[src/wfe_pkg.sv]
package wfe_pkg;

  // Fixed frame geometry.
  localparam int HEADER_BYTES = 24;
  localparam int IV_BYTES     = 4;
  localparam int ICV_BYTES    = 4;

  // Default for the largest fragment the buffers are sized for.
  localparam int DEF_MAX_FRAG = 32;

  // Widths of the fragment size register, the header count (also the byte
  // position carried alongside each memory read) and the configuration data.
  localparam int FS_W  = 6;
  localparam int HC_W  = 5;
  localparam int CFG_W = 32;

  // Register indexes of the configuration port.
  localparam logic REG_FRAG_SIZE   = 1'b0;
  localparam logic REG_INIT_VECTOR = 1'b1;

  // Section of the fragment frame that a byte belongs to.
  typedef enum logic [1:0] {
    PH_HDR,
    PH_IV,
    PH_PAY,
    PH_ICV
  } phase_t;

  // Request to send one fragment, handed from the input side to the sequencer.
  typedef struct packed {
    logic            start;
    logic            last;
    logic [HC_W-1:0] hdr_len;
    logic [FS_W-1:0] pay_len;
    logic [FS_W-1:0] fs;
  } job_t;

  // Description of the byte whose buffer and keystream reads are in flight.
  typedef struct packed {
    phase_t          phase;
    logic [HC_W-1:0] pos;
    logic            zero;
    logic            last;
    logic            frag_end;
  } meta_t;

endpackage

[src/wfe_ram.sv]
module wfe_ram #(
  parameter int DEPTH = wfe_pkg::HEADER_BYTES + wfe_pkg::DEF_MAX_FRAG,
  parameter int AW    = $clog2(DEPTH)
) (
  input  logic          clk,
  input  logic          we,
  input  logic [AW-1:0] waddr,
  input  logic [7:0]    wdata,
  input  logic          re,
  input  logic [AW-1:0] raddr,
  output logic [7:0]    rdata
);

  logic [7:0] mem [DEPTH];
  logic [7:0] rdata_r;

  always_ff @(posedge clk) begin
    if (we) begin
      mem[waddr] <= wdata;
    end
  end

  // Read data is registered and held while no read is issued.
  always_ff @(posedge clk) begin
    if (re) begin
      rdata_r <= mem[raddr];
    end
  end

  assign rdata = rdata_r;

endmodule

[src/wfe_seq.sv]
module wfe_seq #(
  parameter int MAX_FRAG = wfe_pkg::DEF_MAX_FRAG,
  parameter int PKT_AW   = $clog2(wfe_pkg::HEADER_BYTES + MAX_FRAG),
  parameter int KEY_AW   = $clog2(MAX_FRAG + wfe_pkg::ICV_BYTES)
) (
  input  logic               clk,
  input  logic               rst_n,
  input  wfe_pkg::job_t      job,
  input  logic               adv,
  output logic               busy,
  output logic               rd_en,
  output logic [PKT_AW-1:0]  pkt_addr,
  output logic [KEY_AW-1:0]  key_addr,
  output wfe_pkg::meta_t     meta
);

  localparam int IDX_W = $clog2((MAX_FRAG > wfe_pkg::HEADER_BYTES) ?
                                MAX_FRAG : wfe_pkg::HEADER_BYTES);
  localparam int CW    = (IDX_W > wfe_pkg::FS_W) ? IDX_W : wfe_pkg::FS_W;

  localparam logic [PKT_AW-1:0] HDR_BASE = PKT_AW'(wfe_pkg::HEADER_BYTES);
  localparam logic [IDX_W-1:0]  HDR_LAST = IDX_W'(wfe_pkg::HEADER_BYTES - 1);
  localparam logic [IDX_W-1:0]  IV_LAST  = IDX_W'(wfe_pkg::IV_BYTES - 1);
  localparam logic [IDX_W-1:0]  ICV_LAST = IDX_W'(wfe_pkg::ICV_BYTES - 1);

  typedef enum logic [2:0] {
    S_IDLE,
    S_HDR,
    S_IV,
    S_PAY,
    S_ICV
  } state_t;

  state_t                   state_r;
  logic [IDX_W-1:0]         idx_r;
  logic                     last_r;
  logic [wfe_pkg::HC_W-1:0] hdr_len_r;
  logic [wfe_pkg::FS_W-1:0] pay_len_r;
  logic [wfe_pkg::FS_W-1:0] fs_r;

  logic [CW-1:0] idx_c;
  logic [CW-1:0] pay_end;

  assign busy    = (state_r != S_IDLE);
  assign rd_en   = busy && adv;
  assign idx_c   = CW'(idx_r);
  assign pay_end = CW'(fs_r) - CW'(1);

  always_comb begin
    pkt_addr      = PKT_AW'(idx_r);
    key_addr      = KEY_AW'(idx_r);
    meta.phase    = wfe_pkg::PH_HDR;
    meta.pos      = wfe_pkg::HC_W'(idx_r);
    meta.zero     = 1'b0;
    meta.last     = last_r;
    meta.frag_end = 1'b0;
    case (state_r)
      S_HDR: begin
        meta.phase = wfe_pkg::PH_HDR;
        meta.zero  = (idx_c >= CW'(hdr_len_r));
      end
      S_IV: begin
        meta.phase = wfe_pkg::PH_IV;
      end
      S_PAY: begin
        meta.phase = wfe_pkg::PH_PAY;
        pkt_addr   = HDR_BASE + PKT_AW'(idx_r);
        meta.zero  = (idx_c >= CW'(pay_len_r));
      end
      S_ICV: begin
        meta.phase    = wfe_pkg::PH_ICV;
        key_addr      = KEY_AW'(fs_r) + KEY_AW'(idx_r);
        meta.frag_end = (idx_r == ICV_LAST);
      end
      default: begin
        meta.phase = wfe_pkg::PH_HDR;
      end
    endcase
  end

  always_ff @(posedge clk) begin
    if (!rst_n) begin
      state_r <= S_IDLE;
      idx_r   <= '0;
    end else begin
      case (state_r)
        S_IDLE: begin
          if (job.start) begin
            state_r   <= S_HDR;
            idx_r     <= '0;
            last_r    <= job.last;
            hdr_len_r <= job.hdr_len;
            pay_len_r <= job.pay_len;
            fs_r      <= job.fs;
          end
        end
        S_HDR: begin
          if (adv) begin
            if (idx_r == HDR_LAST) begin
              state_r <= S_IV;
              idx_r   <= '0;
            end else begin
              idx_r <= idx_r + IDX_W'(1);
            end
          end
        end
        S_IV: begin
          if (adv) begin
            if (idx_r == IV_LAST) begin
              state_r <= S_PAY;
              idx_r   <= '0;
            end else begin
              idx_r <= idx_r + IDX_W'(1);
            end
          end
        end
        S_PAY: begin
          if (adv) begin
            if (idx_c == pay_end) begin
              state_r <= S_ICV;
              idx_r   <= '0;
            end else begin
              idx_r <= idx_r + IDX_W'(1);
            end
          end
        end
        S_ICV: begin
          if (adv) begin
            if (idx_r == ICV_LAST) begin
              state_r <= S_IDLE;
              idx_r   <= '0;
            end else begin
              idx_r <= idx_r + IDX_W'(1);
            end
          end
        end
        default: begin
          state_r <= S_IDLE;
        end
      endcase
    end
  end

endmodule

[src/wep_fragment_encapsulator.sv]
// WEP fragment encapsulator. Input words either load one keystream byte
// (opcode 0, at in_key_index) or carry one byte of an 802.11 data packet
// (opcode 1). The first 24 packet bytes form the header; the payload is cut
// into fragments of frag_size bytes, a short final fragment being padded with
// zeros. Each fragment leaves as a run of output words, one byte each: the
// header with ToDS set, FromDS cleared, more-fragments set on all but the last
// fragment, byte 22 holding the fragment number and byte 23 zero; then the
// four init_vector bytes in clear, low byte first; then the payload and its
// little-endian CRC-32 ICV, each XORed with the keystream. out_frag_end marks
// the last word of a fragment and out_packet_end the last word of the packet.
// Keystream loads and bytes that do not complete a fragment do not hold off
// further input. A byte that completes a fragment holds off further input
// while the fragment is read out of the packet buffer memory through a
// registered read, at one byte per cycle while the output is taken without
// stalls. No clearing pass is needed after reset.
module wep_fragment_encapsulator #(
  parameter int MAX_FRAG = wfe_pkg::DEF_MAX_FRAG
) (
  input  logic                      clk,
  input  logic                      rst_n,
  // Configuration write port.
  input  logic                      cfg_we,
  input  logic                      cfg_index,
  input  logic [wfe_pkg::CFG_W-1:0] cfg_data,
  // Input channel.
  input  logic                      in_valid,
  output logic                      in_stall,
  input  logic                      in_opcode,
  input  logic [7:0]                in_data_byte,
  input  logic [5:0]                in_key_index,
  input  logic                      in_packet_last,
  // Result channel.
  output logic                      out_valid,
  input  logic                      out_stall,
  output logic [7:0]                out_byte,
  output logic [7:0]                out_frag_number,
  output logic                      out_frag_end,
  output logic                      out_packet_end
);

  localparam int KEY_DEPTH = MAX_FRAG + wfe_pkg::ICV_BYTES;
  localparam int PKT_DEPTH = wfe_pkg::HEADER_BYTES + MAX_FRAG;
  localparam int KEY_AW    = $clog2(KEY_DEPTH);
  localparam int PKT_AW    = $clog2(PKT_DEPTH);
  localparam int FS_W      = wfe_pkg::FS_W;
  localparam int HC_W      = wfe_pkg::HC_W;

  localparam logic OP_KEY = 1'b0;
  localparam logic OP_PKT = 1'b1;

  localparam logic [31:0]     CRC_POLY  = 32'hEDB88320;
  localparam logic [31:0]     CRC_INIT  = 32'hFFFFFFFF;
  localparam logic [FS_W-1:0] FS_RESET  = FS_W'(3);
  localparam logic [FS_W-1:0] FS_MAX    = FS_W'(MAX_FRAG);
  localparam logic [HC_W-1:0] HDR_FULL  = HC_W'(wfe_pkg::HEADER_BYTES);
  localparam logic [HC_W-1:0] POS_FC1   = HC_W'(1);
  localparam logic [HC_W-1:0] POS_SEQLO = HC_W'(22);
  localparam logic [HC_W-1:0] POS_SEQHI = HC_W'(23);
  localparam logic [PKT_AW-1:0] PAY_BASE = PKT_AW'(wfe_pkg::HEADER_BYTES);

  // Frame control, second byte: ToDS is bit 0, FromDS bit 1, more-fragments bit 2.
  localparam logic [7:0] FC_TODS      = 8'h01;
  localparam logic [7:0] FC_FROMDS_CL = 8'd253;
  localparam logic [7:0] FC_MORE_CL   = 8'd251;
  localparam logic [7:0] FC_MORE      = 8'h04;

  // Bitwise reflected CRC-32 over one byte.
  function automatic logic [31:0] crc_byte(input logic [31:0] crc, input logic [7:0] b);
    logic [31:0] c;
    c = crc ^ {24'd0, b};
    for (int k = 0; k < 8; k++) begin
      c = c[0] ? ((c >> 1) ^ CRC_POLY) : (c >> 1);
    end
    return c;
  endfunction

  // Configuration registers.
  logic [FS_W-1:0] frag_size_r;
  logic [31:0]     iv_r;

  // Packet assembly counters.
  logic [HC_W-1:0] hdr_cnt_r, hdr_cnt_nxt;
  logic [FS_W-1:0] pay_cnt_r, pay_cnt_nxt;
  logic [7:0]      frag_cnt_r, frag_cnt_nxt;
  logic [7:0]      frag_num_r;

  // Running ICV computation, updated as payload bytes leave.
  logic [31:0] crc_r;

  // Stage that lines up with the registered memory read data.
  logic           s1_valid_r;
  wfe_pkg::meta_t s1_meta_r;

  // Output register.
  logic       out_valid_r;
  logic [7:0] out_byte_r;
  logic [7:0] out_frag_number_r;
  logic       out_frag_end_r;
  logic       out_packet_end_r;

  logic            in_acc;
  logic [FS_W-1:0] fs_eff;
  logic [FS_W-1:0] pay_inc;
  wfe_pkg::job_t   job;

  logic              key_we;
  logic [KEY_AW-1:0] key_waddr;
  logic              pkt_we;
  logic [PKT_AW-1:0] pkt_waddr;
  logic [7:0]        key_rd;
  logic [7:0]        pkt_rd;

  logic              seq_busy;
  logic              seq_rd_en;
  logic              seq_adv;
  logic [PKT_AW-1:0] seq_pkt_addr;
  logic [KEY_AW-1:0] seq_key_addr;
  wfe_pkg::meta_t    seq_meta;

  logic        s1_take;
  logic [7:0]  pay_byte;
  logic [7:0]  hdr_byte;
  logic [7:0]  res_byte;
  logic [31:0] crc_fin;

  // Input is held off for as long as a fragment is being read out; the
  // output register may still hold the final word when input is taken again.
  assign in_stall = seq_busy || s1_valid_r;
  assign in_acc   = in_valid && !in_stall;

  assign fs_eff = (frag_size_r == '0) ? FS_W'(1) :
                  (frag_size_r > FS_MAX) ? FS_MAX : frag_size_r;
  assign pay_inc = pay_cnt_r + FS_W'(1);

  // Keystream loads go straight into the key memory; indexes past its end
  // are dropped.
  assign key_we    = in_acc && (in_opcode == OP_KEY) &&
                     ({1'b0, in_key_index} < 7'(KEY_DEPTH));
  assign key_waddr = KEY_AW'(in_key_index);

  // Packet bytes: header bytes by header count, payload bytes behind them.
  always_comb begin
    hdr_cnt_nxt  = hdr_cnt_r;
    pay_cnt_nxt  = pay_cnt_r;
    frag_cnt_nxt = frag_cnt_r;
    pkt_we       = 1'b0;
    pkt_waddr    = PKT_AW'(hdr_cnt_r);
    job.start    = 1'b0;
    job.last     = in_packet_last;
    job.hdr_len  = HDR_FULL;
    job.pay_len  = pay_inc;
    job.fs       = fs_eff;
    if (in_acc && (in_opcode == OP_PKT)) begin
      if (hdr_cnt_r < HDR_FULL) begin
        pkt_we      = 1'b1;
        hdr_cnt_nxt = hdr_cnt_r + HC_W'(1);
        if (in_packet_last) begin
          // Packet ended inside the header: bytes not received read as zero
          // and one all-zero payload fragment closes the packet.
          job.start    = 1'b1;
          job.hdr_len  = hdr_cnt_r + HC_W'(1);
          job.pay_len  = '0;
          hdr_cnt_nxt  = '0;
          pay_cnt_nxt  = '0;
          frag_cnt_nxt = '0;
        end
      end else begin
        pkt_we    = (pay_cnt_r < FS_MAX);
        pkt_waddr = PAY_BASE + PKT_AW'(pay_cnt_r);
        if (in_packet_last) begin
          job.start    = 1'b1;
          hdr_cnt_nxt  = '0;
          pay_cnt_nxt  = '0;
          frag_cnt_nxt = '0;
        end else if (pay_inc >= fs_eff) begin
          job.start    = 1'b1;
          pay_cnt_nxt  = '0;
          frag_cnt_nxt = frag_cnt_r + 8'd1;
        end else begin
          pay_cnt_nxt = pay_inc;
        end
      end
    end
  end

  wfe_ram #(
    .DEPTH (KEY_DEPTH),
    .AW    (KEY_AW)
  ) u_key_ram (
    .clk   (clk),
    .we    (key_we),
    .waddr (key_waddr),
    .wdata (in_data_byte),
    .re    (seq_rd_en),
    .raddr (seq_key_addr),
    .rdata (key_rd)
  );

  wfe_ram #(
    .DEPTH (PKT_DEPTH),
    .AW    (PKT_AW)
  ) u_pkt_ram (
    .clk   (clk),
    .we    (pkt_we),
    .waddr (pkt_waddr),
    .wdata (in_data_byte),
    .re    (seq_rd_en),
    .raddr (seq_pkt_addr),
    .rdata (pkt_rd)
  );

  // The sequencer issues a read whenever the aligned stage is free or moves on.
  assign s1_take = s1_valid_r && (!out_valid_r || !out_stall);
  assign seq_adv = !s1_valid_r || s1_take;

  wfe_seq #(
    .MAX_FRAG (MAX_FRAG),
    .PKT_AW   (PKT_AW),
    .KEY_AW   (KEY_AW)
  ) u_seq (
    .clk      (clk),
    .rst_n    (rst_n),
    .job      (job),
    .adv      (seq_adv),
    .busy     (seq_busy),
    .rd_en    (seq_rd_en),
    .pkt_addr (seq_pkt_addr),
    .key_addr (seq_key_addr),
    .meta     (seq_meta)
  );

  // Build the output byte from the read data and its description.
  assign pay_byte = s1_meta_r.zero ? 8'd0 : pkt_rd;
  assign crc_fin  = ~crc_r;

  always_comb begin
    hdr_byte = pay_byte;
    if (s1_meta_r.pos == POS_FC1) begin
      hdr_byte = (pay_byte | FC_TODS) & FC_FROMDS_CL;
      hdr_byte = s1_meta_r.last ? (hdr_byte & FC_MORE_CL) : (hdr_byte | FC_MORE);
    end else if (s1_meta_r.pos == POS_SEQLO) begin
      hdr_byte = frag_num_r;
    end else if (s1_meta_r.pos == POS_SEQHI) begin
      hdr_byte = 8'd0;
    end
  end

  always_comb begin
    case (s1_meta_r.phase)
      wfe_pkg::PH_HDR: res_byte = hdr_byte;
      wfe_pkg::PH_IV:  res_byte = iv_r[{s1_meta_r.pos[1:0], 3'b000} +: 8];
      wfe_pkg::PH_PAY: res_byte = pay_byte ^ key_rd;
      wfe_pkg::PH_ICV: res_byte = crc_fin[{s1_meta_r.pos[1:0], 3'b000} +: 8] ^ key_rd;
      default:         res_byte = 8'd0;
    endcase
  end

  // Configuration registers.
  always_ff @(posedge clk) begin
    if (!rst_n) begin
      frag_size_r <= FS_RESET;
      iv_r        <= '0;
    end else if (cfg_we) begin
      case (cfg_index)
        wfe_pkg::REG_FRAG_SIZE:   frag_size_r <= cfg_data[FS_W-1:0];
        wfe_pkg::REG_INIT_VECTOR: iv_r        <= cfg_data[31:0];
        default:                  frag_size_r <= frag_size_r;
      endcase
    end
  end

  // Counters, fragment number of the fragment in flight, and the ICV.
  always_ff @(posedge clk) begin
    if (!rst_n) begin
      hdr_cnt_r  <= '0;
      pay_cnt_r  <= '0;
      frag_cnt_r <= '0;
      crc_r      <= CRC_INIT;
    end else begin
      hdr_cnt_r  <= hdr_cnt_nxt;
      pay_cnt_r  <= pay_cnt_nxt;
      frag_cnt_r <= frag_cnt_nxt;
      if (s1_take) begin
        if (s1_meta_r.frag_end) begin
          crc_r <= CRC_INIT;
        end else if (s1_meta_r.phase == wfe_pkg::PH_PAY) begin
          crc_r <= crc_byte(crc_r, pay_byte);
        end
      end
    end
  end

  always_ff @(posedge clk) begin
    if (job.start) begin
      frag_num_r <= frag_cnt_r;
    end
  end

  // Aligned stage and output register.
  always_ff @(posedge clk) begin
    if (!rst_n) begin
      s1_valid_r  <= 1'b0;
      out_valid_r <= 1'b0;
    end else begin
      if (seq_rd_en) begin
        s1_valid_r <= 1'b1;
      end else if (s1_take) begin
        s1_valid_r <= 1'b0;
      end
      if (s1_take) begin
        out_valid_r <= 1'b1;
      end else if (!out_stall) begin
        out_valid_r <= 1'b0;
      end
    end
  end

  always_ff @(posedge clk) begin
    if (seq_rd_en) begin
      s1_meta_r <= seq_meta;
    end
    if (s1_take) begin
      out_byte_r        <= res_byte;
      out_frag_number_r <= frag_num_r;
      out_frag_end_r    <= s1_meta_r.frag_end;
      out_packet_end_r  <= s1_meta_r.frag_end && s1_meta_r.last;
    end
  end

  assign out_valid       = out_valid_r;
  assign out_byte        = out_byte_r;
  assign out_frag_number = out_frag_number_r;
  assign out_frag_end    = out_frag_end_r;
  assign out_packet_end  = out_packet_end_r;

endmodule

[config.mk]
export PLATFORM = sky130hd
export DESIGN_NAME = wep_fragment_encapsulator
export DESIGN_NICKNAME = d
export VERILOG_FILES = /design/src/wfe_pkg.sv /design/src/wfe_ram.sv /design/src/wfe_seq.sv /design/src/wep_fragment_encapsulator.sv
export SDC_FILE = /design/constraint.sdc
export NUM_CORES = 1
export LEC_CHECK = 0
export BUFFER_PORTS_ARGS = -buffer_cell sky130_fd_sc_hd__buf_2
export CORE_MARGIN = 2
export CORE_UTILIZATION = 35
export CTS_BUF_LIST = sky130_fd_sc_hd__clkbuf_8 sky130_fd_sc_hd__clkbuf_16
export DETAILED_ROUTE_END_ITERATION = 12
export PLACE_DENSITY = 0.47
export SLEW_MARGIN = 30
export SYNTH_ARGS = -nofsm -noshare
export SYNTH_HDL_FRONTEND = slang
export SYNTH_SLANG_ARGS = --single-unit
[constraint.sdc]
create_clock -name clk -period 6 [get_ports clk]
set_clock_uncertainty 0.2 [all_clocks]
set_input_delay 1.5 -clock clk [delete_from_list [all_inputs] [get_ports clk]]
set_output_delay 1.5 -clock clk [all_outputs]
set_load 0.05 [all_outputs]
== Yosys cells after proc, flatten, opt, wreduce, memory -nomap -nowiden ==
Memory sizes are Yosys's and may differ from the RTL's. A register that Yosys moved wholly into a read port is not among the register bits.
Index checks and enable logic that the tools add are counted.

* Register bits after elaboration: 153
* Bits in writable memories: 736
* Input port bits: 54
* Output and inout bits: 20
* Word-level logic and storage cells: 187
* Memories kept: 2

{| class="wikitable"
|+ Memory list
! name !! words !! bits a word !! rd ports !! clocked after memory_dff !! write ports !! line !! text
|-
| u_pkt_ram.mem || 56 || 8 || 1 || 1 || 1 || wfe_ram.sv:14 || <nowiki>logic [7:0] mem [DEPTH];</nowiki>
|-
| u_key_ram.mem || 36 || 8 || 1 || 1 || 1 || wfe_ram.sv:14 ||
|}

* Add/subtract/negate cells: 8
* Order comparisons: 7
* Eq/ne operators: 25
* Shift operators: 2
* Muxes and demuxes: 71
* Bitwise operators: 14
* Reduce and logical (&&, ||, !) cells: 34

{| class="wikitable"
|+ Operators by type and width
! kind !! count
|-
| 2-to-1 mux 32 bit || 10
|-
| inverter 13 -> 14 bit || 8
|-
| 2-to-1 mux 6 bit || 13
|-
| 2-to-1 mux 8 bit || 8
|-
| indexed part select 32 x 6 -> 8 bit || 2
|-
| 2-to-1 mux 5 bit || 10
|-
| inverter 32 bit || 1
|-
| case mux 8 bit (4 select lines) || 1
|-
| bitwise XOR 32 x 8 -> 32 bit || 1
|-
| 2-to-1 mux 3 bit || 10
|-
| inequality test 2 x 1 -> 1 bit (second input constant) || 10
|-
| case mux 5 bit (4 select lines) || 1
|-
| bitwise XOR 8 bit || 2
|-
| equality test 5 bit (second input constant) || 3
|-
| 2-to-1 mux 1 bit || 15
|-
| case mux 3 bit (5 select lines) || 1
|-
| less-than comparator 6 bit (second input constant) || 2
|-
| adder 5 x 1 -> 5 bit (second input constant) || 2
|-
| AND reduction 2 bit || 5
|-
| AND reduction 3 bit || 3
|-
| AND reduction 9 bit || 1
|-
| adder 8 x 1 -> 8 bit (second input constant) || 1
|-
| nonzero test 2 bit || 4
|-
| logical AND 1 bit || 7
|-
| other kinds (31) || 40
|}

== Depth between registers and ports, before layout ==
Gate-level depths: netlist (run 1).

* Depth after elaboration: 20
* Mapped depth: 13
* Depth with buffers taken out: 11

== By module ==
Synthesis (run 1) repeated with hierarchy kept, for this count alone.

* Cell total of the unflattened synthesis: 2,407
* Area total of the unflattened synthesis: 38,289.2 sq um

{| class="wikitable"
|+ By module, submodules not included
! module !! times used !! cells each !! area each (sq um) !! seq. area each (sq um)
|-
| wfe_ram (u_pkt_ram) || 1 || 875 || 17,937.2 || 13,693.1
|-
| wfe_ram (u_key_ram) || 1 || 634 || 11,802.6 || 8,888.5
|-
| wep_fragment_encapsulator || 1 || 710 || 6,697.7 || 2,902.8
|-
| wfe_seq || 1 || 188 || 1,851.8 || 700.7
|}

== Worst setup path after synthesis (run 1) ==
Ideal clock, no wire load.

* Kind: input -> register
* Start point: input port out_stall
* End point: register crc_r[21]
* Library setup time: 0.129 ns
* Arrival time: 3.962 ns
* Data required time: 5.671 ns
* Setup slack: 1.709 ns
* Cell stages on the path: 7
* Buffers on the path: 2
* Cell sequence: a21boi_0 > o21a_1 > nand2b_1 > clkbuf_1 > clkbuf_1 > o22ai_1 > nand2_1

* Word-level cells in the longest chain between the ends: 4

{| class="wikitable"
|+ Ends and longest elaborated chain
! what !! line !! text
|-
| from (decl) || wep_fragment_encapsulator.sv:34 || <nowiki>input logic out_stall,</nowiki>
|-
| logical NOT 1 bit || - ||
|-
| logical OR 1 bit || wep_fragment_encapsulator.sv:213 || <nowiki>assign s1_take = s1_valid_r && (!out_valid_r || !out_stall);</nowiki>
|-
| logical AND 1 bit || wep_fragment_encapsulator.sv:213 ||
|-
| AND reduction 2 bit (no line) || - ||
|-
| to (signal assigned) || wep_fragment_encapsulator.sv:287 || <nowiki>crc_r <= crc_byte(crc_r, pay_byte);</nowiki>
|-
| to (decl) || wep_fragment_encapsulator.sv:88 || <nowiki>logic [31:0] crc_r;</nowiki>
|}

No other way between the ends.
A chain may end at the register's enable or synchronous reset.

==> metrics, run 1 <==
type of the most critical hold path=reg -> reg; TritonCTS Sinks=905; Final ANT Viol Nets=0; fin crit share=0.724; area grow syn2layout=13.0%; pwr dens=346 mW/mm2; status=completed; Setup crit end kind=flop; DP HPWL=71700 um; NumNets Final=2783; # IOs=74; Syn Inst Count=2631; peak supply drop=225 uV; grt ovf=0; fin. max-slew vios=0; CTS Buf Count=100; register area share after synthesis=0.666; Max-Cap Viols=0; CP arrival=4.44 ns; initial antenna violation count=3; Crit Path Max Fanout=18; area leader, netlist=edfxtp_1; initial core utilization=0.354; final instance area=0.0444 mm2; CP required=6.09 ns; first-pass GRT wire length=161000 um; via count=23000; Post-CTS Setup Bufs=0; synth cell count leaders=806 x edfxtp_1, 314 x nand2_1, 178 x nor2_1; PortBufs=73; Placed Area=0.0413 mm2; Post-synth EDFFs=806; Worst-Skew Late Latency=0.68 ns; die height=339 um; Leak=0.0142 uW; CTS H-tree lvls=3; CTS hold repair buffers=0; root buffer cell=clkbuf_16; Hold Slack=0.219 ns; final hold violations=0; cell with the most instances after synthesis=edfxtp_1; Diodes inserted=0; Ys Warns=0; Syn Area/Cell=14.9 um2; Wirelength per Cell=25.9 um; num rows=122; vias in the first global route=23400; Area contributors post-synth=edfxtp_1 62%, mux4_2 9.7%, dfxtp_1 5.0%; fraction of layout cells with a size suffix above 1=0.176; #FFs+latches synth=905; CTS tree=yes; area of the core=0.111 mm2; Worst Tran Pin Value=0.998 ns; final core utilization=0.400; global-route usage over all layers=0.189; syn nets=2715; Worst-path clk slew=0.06 ns; iteration-0 DRC count of the detailed router=2106; vias per cell=5.38; Worst slew margin=0.321; Synth Cell Area=0.0393 mm2; Max Fclk=230 MHz; TritonRoute pass-1 iters=5; Design Power=15400 uW; full die area=0.115 mm2; routed wire length=110000 um; top cell type's share of synthesized area=0.615; RD Place Congestion=0.829; # DRC=0; # resized after CTS=0; final setup violation count=0; Post-synth top flop=edfxtp_1; Final min period=4.34 ns; setup_tns=0 ns; largest net degree at the start of global routing=141; Setup CP Type=reg -> reg; clock buffer depth=3; asr flop ratio synth=0; RSZ-0062 raised after global routing=no; Die Span X=339 um; Unique masters post-synth=85; nature of the critical path startpoint=flop
==> cells in the final DEF (no fill, tap or decap), drive strengths merged, types with 63 or more instances in the layout <==
cell type	synthesis	layout
buf	93	120
a211oi	63	63
mux4	170	170
nand3	81	81
clkbuf	61	106
xnor2	92	92
dfxtp	99	99
nand2	315	315
edfxtp	806	806
a21oi	110	110
mux2i	129	129
nor2	180	180
==> worst max-delay path: stages (launching register included) <==
cell     delay (ns)
dfxtp_1        0.59
ha_1           0.32
nand3_1        0.11
xnor2_1        0.28
ha_1           0.32
a21o_1         0.17
a211o_1        0.30
a41oi_1        0.74
nor2_2         0.36
and3_1         0.58
==> registers in the layout (all words and copies together) (netlist names), 3 cells and up <==
| signal | cells |
|---|---|
| u_pkt_ram.mem | 448 |
| u_key_ram.mem | 288 |
| crc_r | 32 |
| iv_r | 32 |
| s1_meta_r | 10 |
| frag_cnt_r | 8 |
| frag_num_r | 8 |
| out_byte | 8 |
| out_frag_number | 8 |
| u_key_ram.rdata | 8 |
| u_pkt_ram.rdata | 8 |
| frag_size_r | 6 |
| pay_cnt_r | 6 |
| u_seq.fs_r | 6 |
| u_seq.pay_len_r | 6 |
| hdr_cnt_r | 5 |
| u_seq.hdr_len_r | 5 |
| u_seq.idx_r | 5 |
| u_seq.state_r | 3 |
==> stage by stage <==
step,setup WS (ns),cells
final,1.66,4268
after global routing,1.42,4268
after CTS,1.65,4267
after detailed placement,1.26,4084
after global placement,1.31,4083
after floorplan,1.71,2631
==> cell families (layout without fill, tap and decap cells) <==
kind of cell,after synthesis,count (layout),share of synthesized area
compound gates,351,351,0.0576
simple gates,730,730,0.0843
xor+xnor,121,121,0.0277
fa+ha+maj,30,30,0.00974
buf+inv,184,333,0.0214
flops,905,905,0.666
mux,310,310,0.133
==> layer usage <==
| layer | vias to the layer above | part of all wire | track usage |
|---|---|---|---|
| met5 | - | 0.00024 | 0 |
| met4 | 4 | 0.025 | 0.0496 |
| met3 | 161 | 0.052 | 0.0307 |
| met2 | 697 | 0.48 | 0.314 |
| met1 | 11800 | 0.44 | 0.259 |
| li1 | 10300 | - | - |
==> area by class of cell <==
cell class | count | area [um2]
well taps | 1488 | 1860
repair buffers | 120 | 791
inverters | 30 | 113
fillers | 10300 | 66700
clock buffers | 106 | 2620
flip-flops and latches | 905 | 26200
multi-input cells | 1542 | 12400
clock inverters | 77 | 482
==> power by group <==
part	internal (uW)	total [uW]	switching, uW	leakage [uW]
registers	7030	7220	187	0.00808
clock network	3270	5800	2520	0.00159
logic	979	2370	1390	0.00458
total	11300	15400	4100	0.0142
==> final timing paths <==
kind                start                  to  slack (ns)  depth (start not counted)
max          pay_cnt_r[0]  u_seq.pay_len_r[3]        1.66                          9
min          u_seq.last_r        s1_meta_r[1]        0.22                          0
max reg2reg  pay_cnt_r[0]  u_seq.pay_len_r[3]        1.66                          9
min reg2reg  u_seq.last_r        s1_meta_r[1]        0.22                          0
(Power assumes the default switching activity.)
==> run 2, diff against run 1 <==
--- a/config.mk
+++ b/config.mk
@@ -5,12 +5,13 @@
 export SDC_FILE = /design/constraint.sdc
 export NUM_CORES = 1
 export LEC_CHECK = 0
+export ABC_AREA = 1
 export BUFFER_PORTS_ARGS = -buffer_cell sky130_fd_sc_hd__buf_2
 export CORE_MARGIN = 2
 export CORE_UTILIZATION = 35
 export CTS_BUF_LIST = sky130_fd_sc_hd__clkbuf_8 sky130_fd_sc_hd__clkbuf_16
 export DETAILED_ROUTE_END_ITERATION = 12
-export PLACE_DENSITY = 0.47
+export PLACE_DENSITY = 0.48
 export SLEW_MARGIN = 30
 export SYNTH_ARGS = -nofsm -noshare
 export SYNTH_HDL_FRONTEND = slang
==> constraint.sdc (replaced) <==
create_clock -name clk -period 3.7 [get_ports clk]
set_clock_uncertainty 0.2 [all_clocks]
set_input_delay 0.925 -clock clk [delete_from_list [all_inputs] [get_ports clk]]
set_output_delay 0.925 -clock clk [all_outputs]
set_load 0.05 [all_outputs]
==> run 2 against run 1 <==
Synthesized cell count up 41%. Setup slack got worse by 1.2 ns. Critical path depth up 7. Sequential cell count unchanged. First-iteration DRC count up 19%. Clock power grew 68%. Final cell count up 29%. Global-route usage up 1.1 points. Critical path type unchanged. Critical endpoint is now u_seq.idx_r[0]. Largest power group unchanged. Highest routed layer unchanged.
==> metrics, run 2 <==
Biggest register=u_pkt_ram.mem; commonest non-fill, non-tap cell in the layout=edfxtp_1; CTS tree=yes; Setup crit end kind=flop; vias in the first global route=27000; global-route usage over all layers=0.200; Worst-path clk slew=0.06 ns; type of the most critical hold path=reg -> reg; Leak=0.0174 uW; Post-synth top flop=edfxtp_1; Crit Path Max Fanout=8; asr flop ratio synth=0; CP required=4.07 ns; Ys Warns=0; Unique masters post-synth=52; fraction of layout cells with a size suffix above 1=0.113; Die Span X=340 um; reg2reg path depth=16; Final ANT Viol Nets=0; CP arrival=3.57 ns; largest net degree at the start of global routing=144; CTS hold repair buffers=0; # IOs=74; number of flip-flops in the largest register=448; nature of the critical path startpoint=flop; full die area=0.115 mm2; RR Startpoint=pay_cnt_r[0]; Worst slew margin=0.381; commonest non-fill, non-tap cells in the layout=806 x edfxtp_1, 564 x nand2_1, 497 x nor2_1; Syn Inst Count=3712; TritonCTS Sinks=905; Post-Layout Cell Count=5486; area grow syn2layout=16.3%; register area share after synthesis=0.664; status=completed; Area contributors post-synth=edfxtp_1 61%, nand2_1 5.4%, dfxtp_1 5.0%; #FFs+latches synth=905; area leader, netlist=edfxtp_1; RSZ-0062 raised after global routing=no; Syn Area/Cell=10.6 um2; # resized after CTS=0; area of the core=0.112 mm2; fin crit share=0.865; syn nets=3796; pwr dens=654 mW/mm2; Post-synth EDFFs=806; CTS Buf Count=102; initial antenna violation count=3; peak supply drop=370 uV; RD Place Congestion=0.839; setup_tns=0 ns; iteration-0 DRC count of the detailed router=2515; clock buffer depth=3; fin. max-slew vios=0; Worst Tran Pin Value=0.929 ns; synth cell count leaders=806 x edfxtp_1, 564 x nand2_1, 497 x nor2_1; initial core utilization=0.352; root buffer cell=clkbuf_16; CTS H-tree lvls=3; top cell type's share of synthesized area=0.613; Synth Cell Area=0.0395 mm2; Hold Path Origin=u_seq.last_r; vias per cell=5.02; Worst-Skew Late Latency=0.70 ns; routed wire length=117000 um; Post-CTS Setup Bufs=0; biggest regs=u_pkt_ram.mem x448, u_key_ram.mem x288; final hold violations=0; Hold Path End=s1_meta_r[1]; Setup CP Type=reg -> reg; NumNets Final=3981; Final min period=3.20 ns; cell with the most instances after synthesis=edfxtp_1; grt ovf=0; final setup violation count=0; RR Endpoint=u_seq.idx_r[0]; TritonRoute pass-1 iters=5; die height=340 um; Design Power=30000 uW; first-pass GRT wire length=175000 um; Reg2Reg Setup Slack=0.50 ns; placed cells=5293; DP HPWL=74500 um; WHS Path Cells=0; Max Fclk=312 MHz; via count=27500; # DRC=0; PortBufs=73; Max-Cap Viols=0; num rows=123; Wirelength per Cell=21.2 um; fillers=10800
## run 2: cell types whose count changed after synthesis, moves of 170 or more
cell and delta:
inv_1 +360, nor2_1 +319, o21ai_0 +311, nand3_1 +283, nand2_1 +250, mux4_2 -170
## run 2: where the power goes
part / switching [uW] / internal (uW)
clock network: 4190 / 5580
registers: 314 / 11700
logic: 5850 / 2380
total: 10400 / 19600
## run 2: logic make-up (layout without fill, tap and decap cells)
family | after synthesis | count (layout) | synth area share
AND/OR/NAND/NOR | 1486 | 1486 | 0.159
flip-flops | 905 | 905 | 0.664
AO/OA/AOI/OAI | 645 | 645 | 0.0946
buffers and inverters | 583 | 856 | 0.0587
XOR/XNOR | 61 | 61 | 0.0141
adder cells (fa/ha/maj) | 30 | 30 | 0.00970
multiplexers | 2 | 2 | 0.000603
other | 0 | 1 | 0
## run 2: metrics by stage
stage | hold slack [ns] | setup slack [ns] | utilization | cell area, um2
after detailed placement | 0.207 | 0.271 | 0.380 | 42600
final | 0.220 | 0.499 | 0.409 | 45900
after floorplan | 0.200 | 0.444 | - | 39500
after CTS | 0.220 | 0.501 | 0.409 | 45900
after global routing | 0.223 | 0.180 | 0.409 | 45900
after global placement | 0.215 | 0.288 | 0.380 | 42600
## run 2: layout make-up
| class | count | area [um2] | share of cell area |
|---|---|---|---|
| diodes | 1 | 2.50 | 0.0000546 |
| clock buffers | 105 | 2610 | 0.0568 |
| clock inverters | 87 | 626 | 0.0136 |
| inverters | 402 | 1520 | 0.0331 |
| multi-input cells | 2224 | 11000 | 0.239 |
| flip-flops and latches | 905 | 26200 | 0.571 |
| well taps | 1500 | 1880 | 0.0409 |
| repair buffers | 262 | 2080 | 0.0453 |
## run 2: worst max-delay path by stage
stage                  from                    to  depth (start not counted)
3_3_place_gp      in_opcode  u_pkt_ram.mem[13][4]                         10
3_5_place_dp      in_opcode  u_pkt_ram.mem[13][1]                         10
5_1_grt        pay_cnt_r[0]        u_seq.idx_r[0]                         16
6_report       pay_cnt_r[0]        u_seq.idx_r[0]                         16
2_1_floorplan     out_stall             crc_r[11]                          6
4_1_cts        pay_cnt_r[0]        u_seq.idx_r[0]                         16
## run 2: per-layer routing
metal / global-route usage / up-vias / wire length (um)
li1: - / 13300 / -
met1: 0.289 / 13300 / 54900
met2: 0.317 / 761 / 53000
met3: 0.0274 / 164 / 5960
met4: 0.0523 / 2 / 2670
met5: 0 / - / 13
## run 2: critical path: stages (launching register included)
cell     delay [ns]
dfxtp_1        0.56
ha_1           0.26
nand3_1        0.10
xor2_1         0.19
inv_1          0.10
ha_1           0.30
nand3_1        0.11
nor2_1         0.12
nor2_1         0.06
nand2_1        0.11
nand2_2        0.17
nand2_1        0.11
nand2_1        0.10
nor2_2         0.24
inv_1          0.16
o21ai_1        0.14
nor2_1         0.05
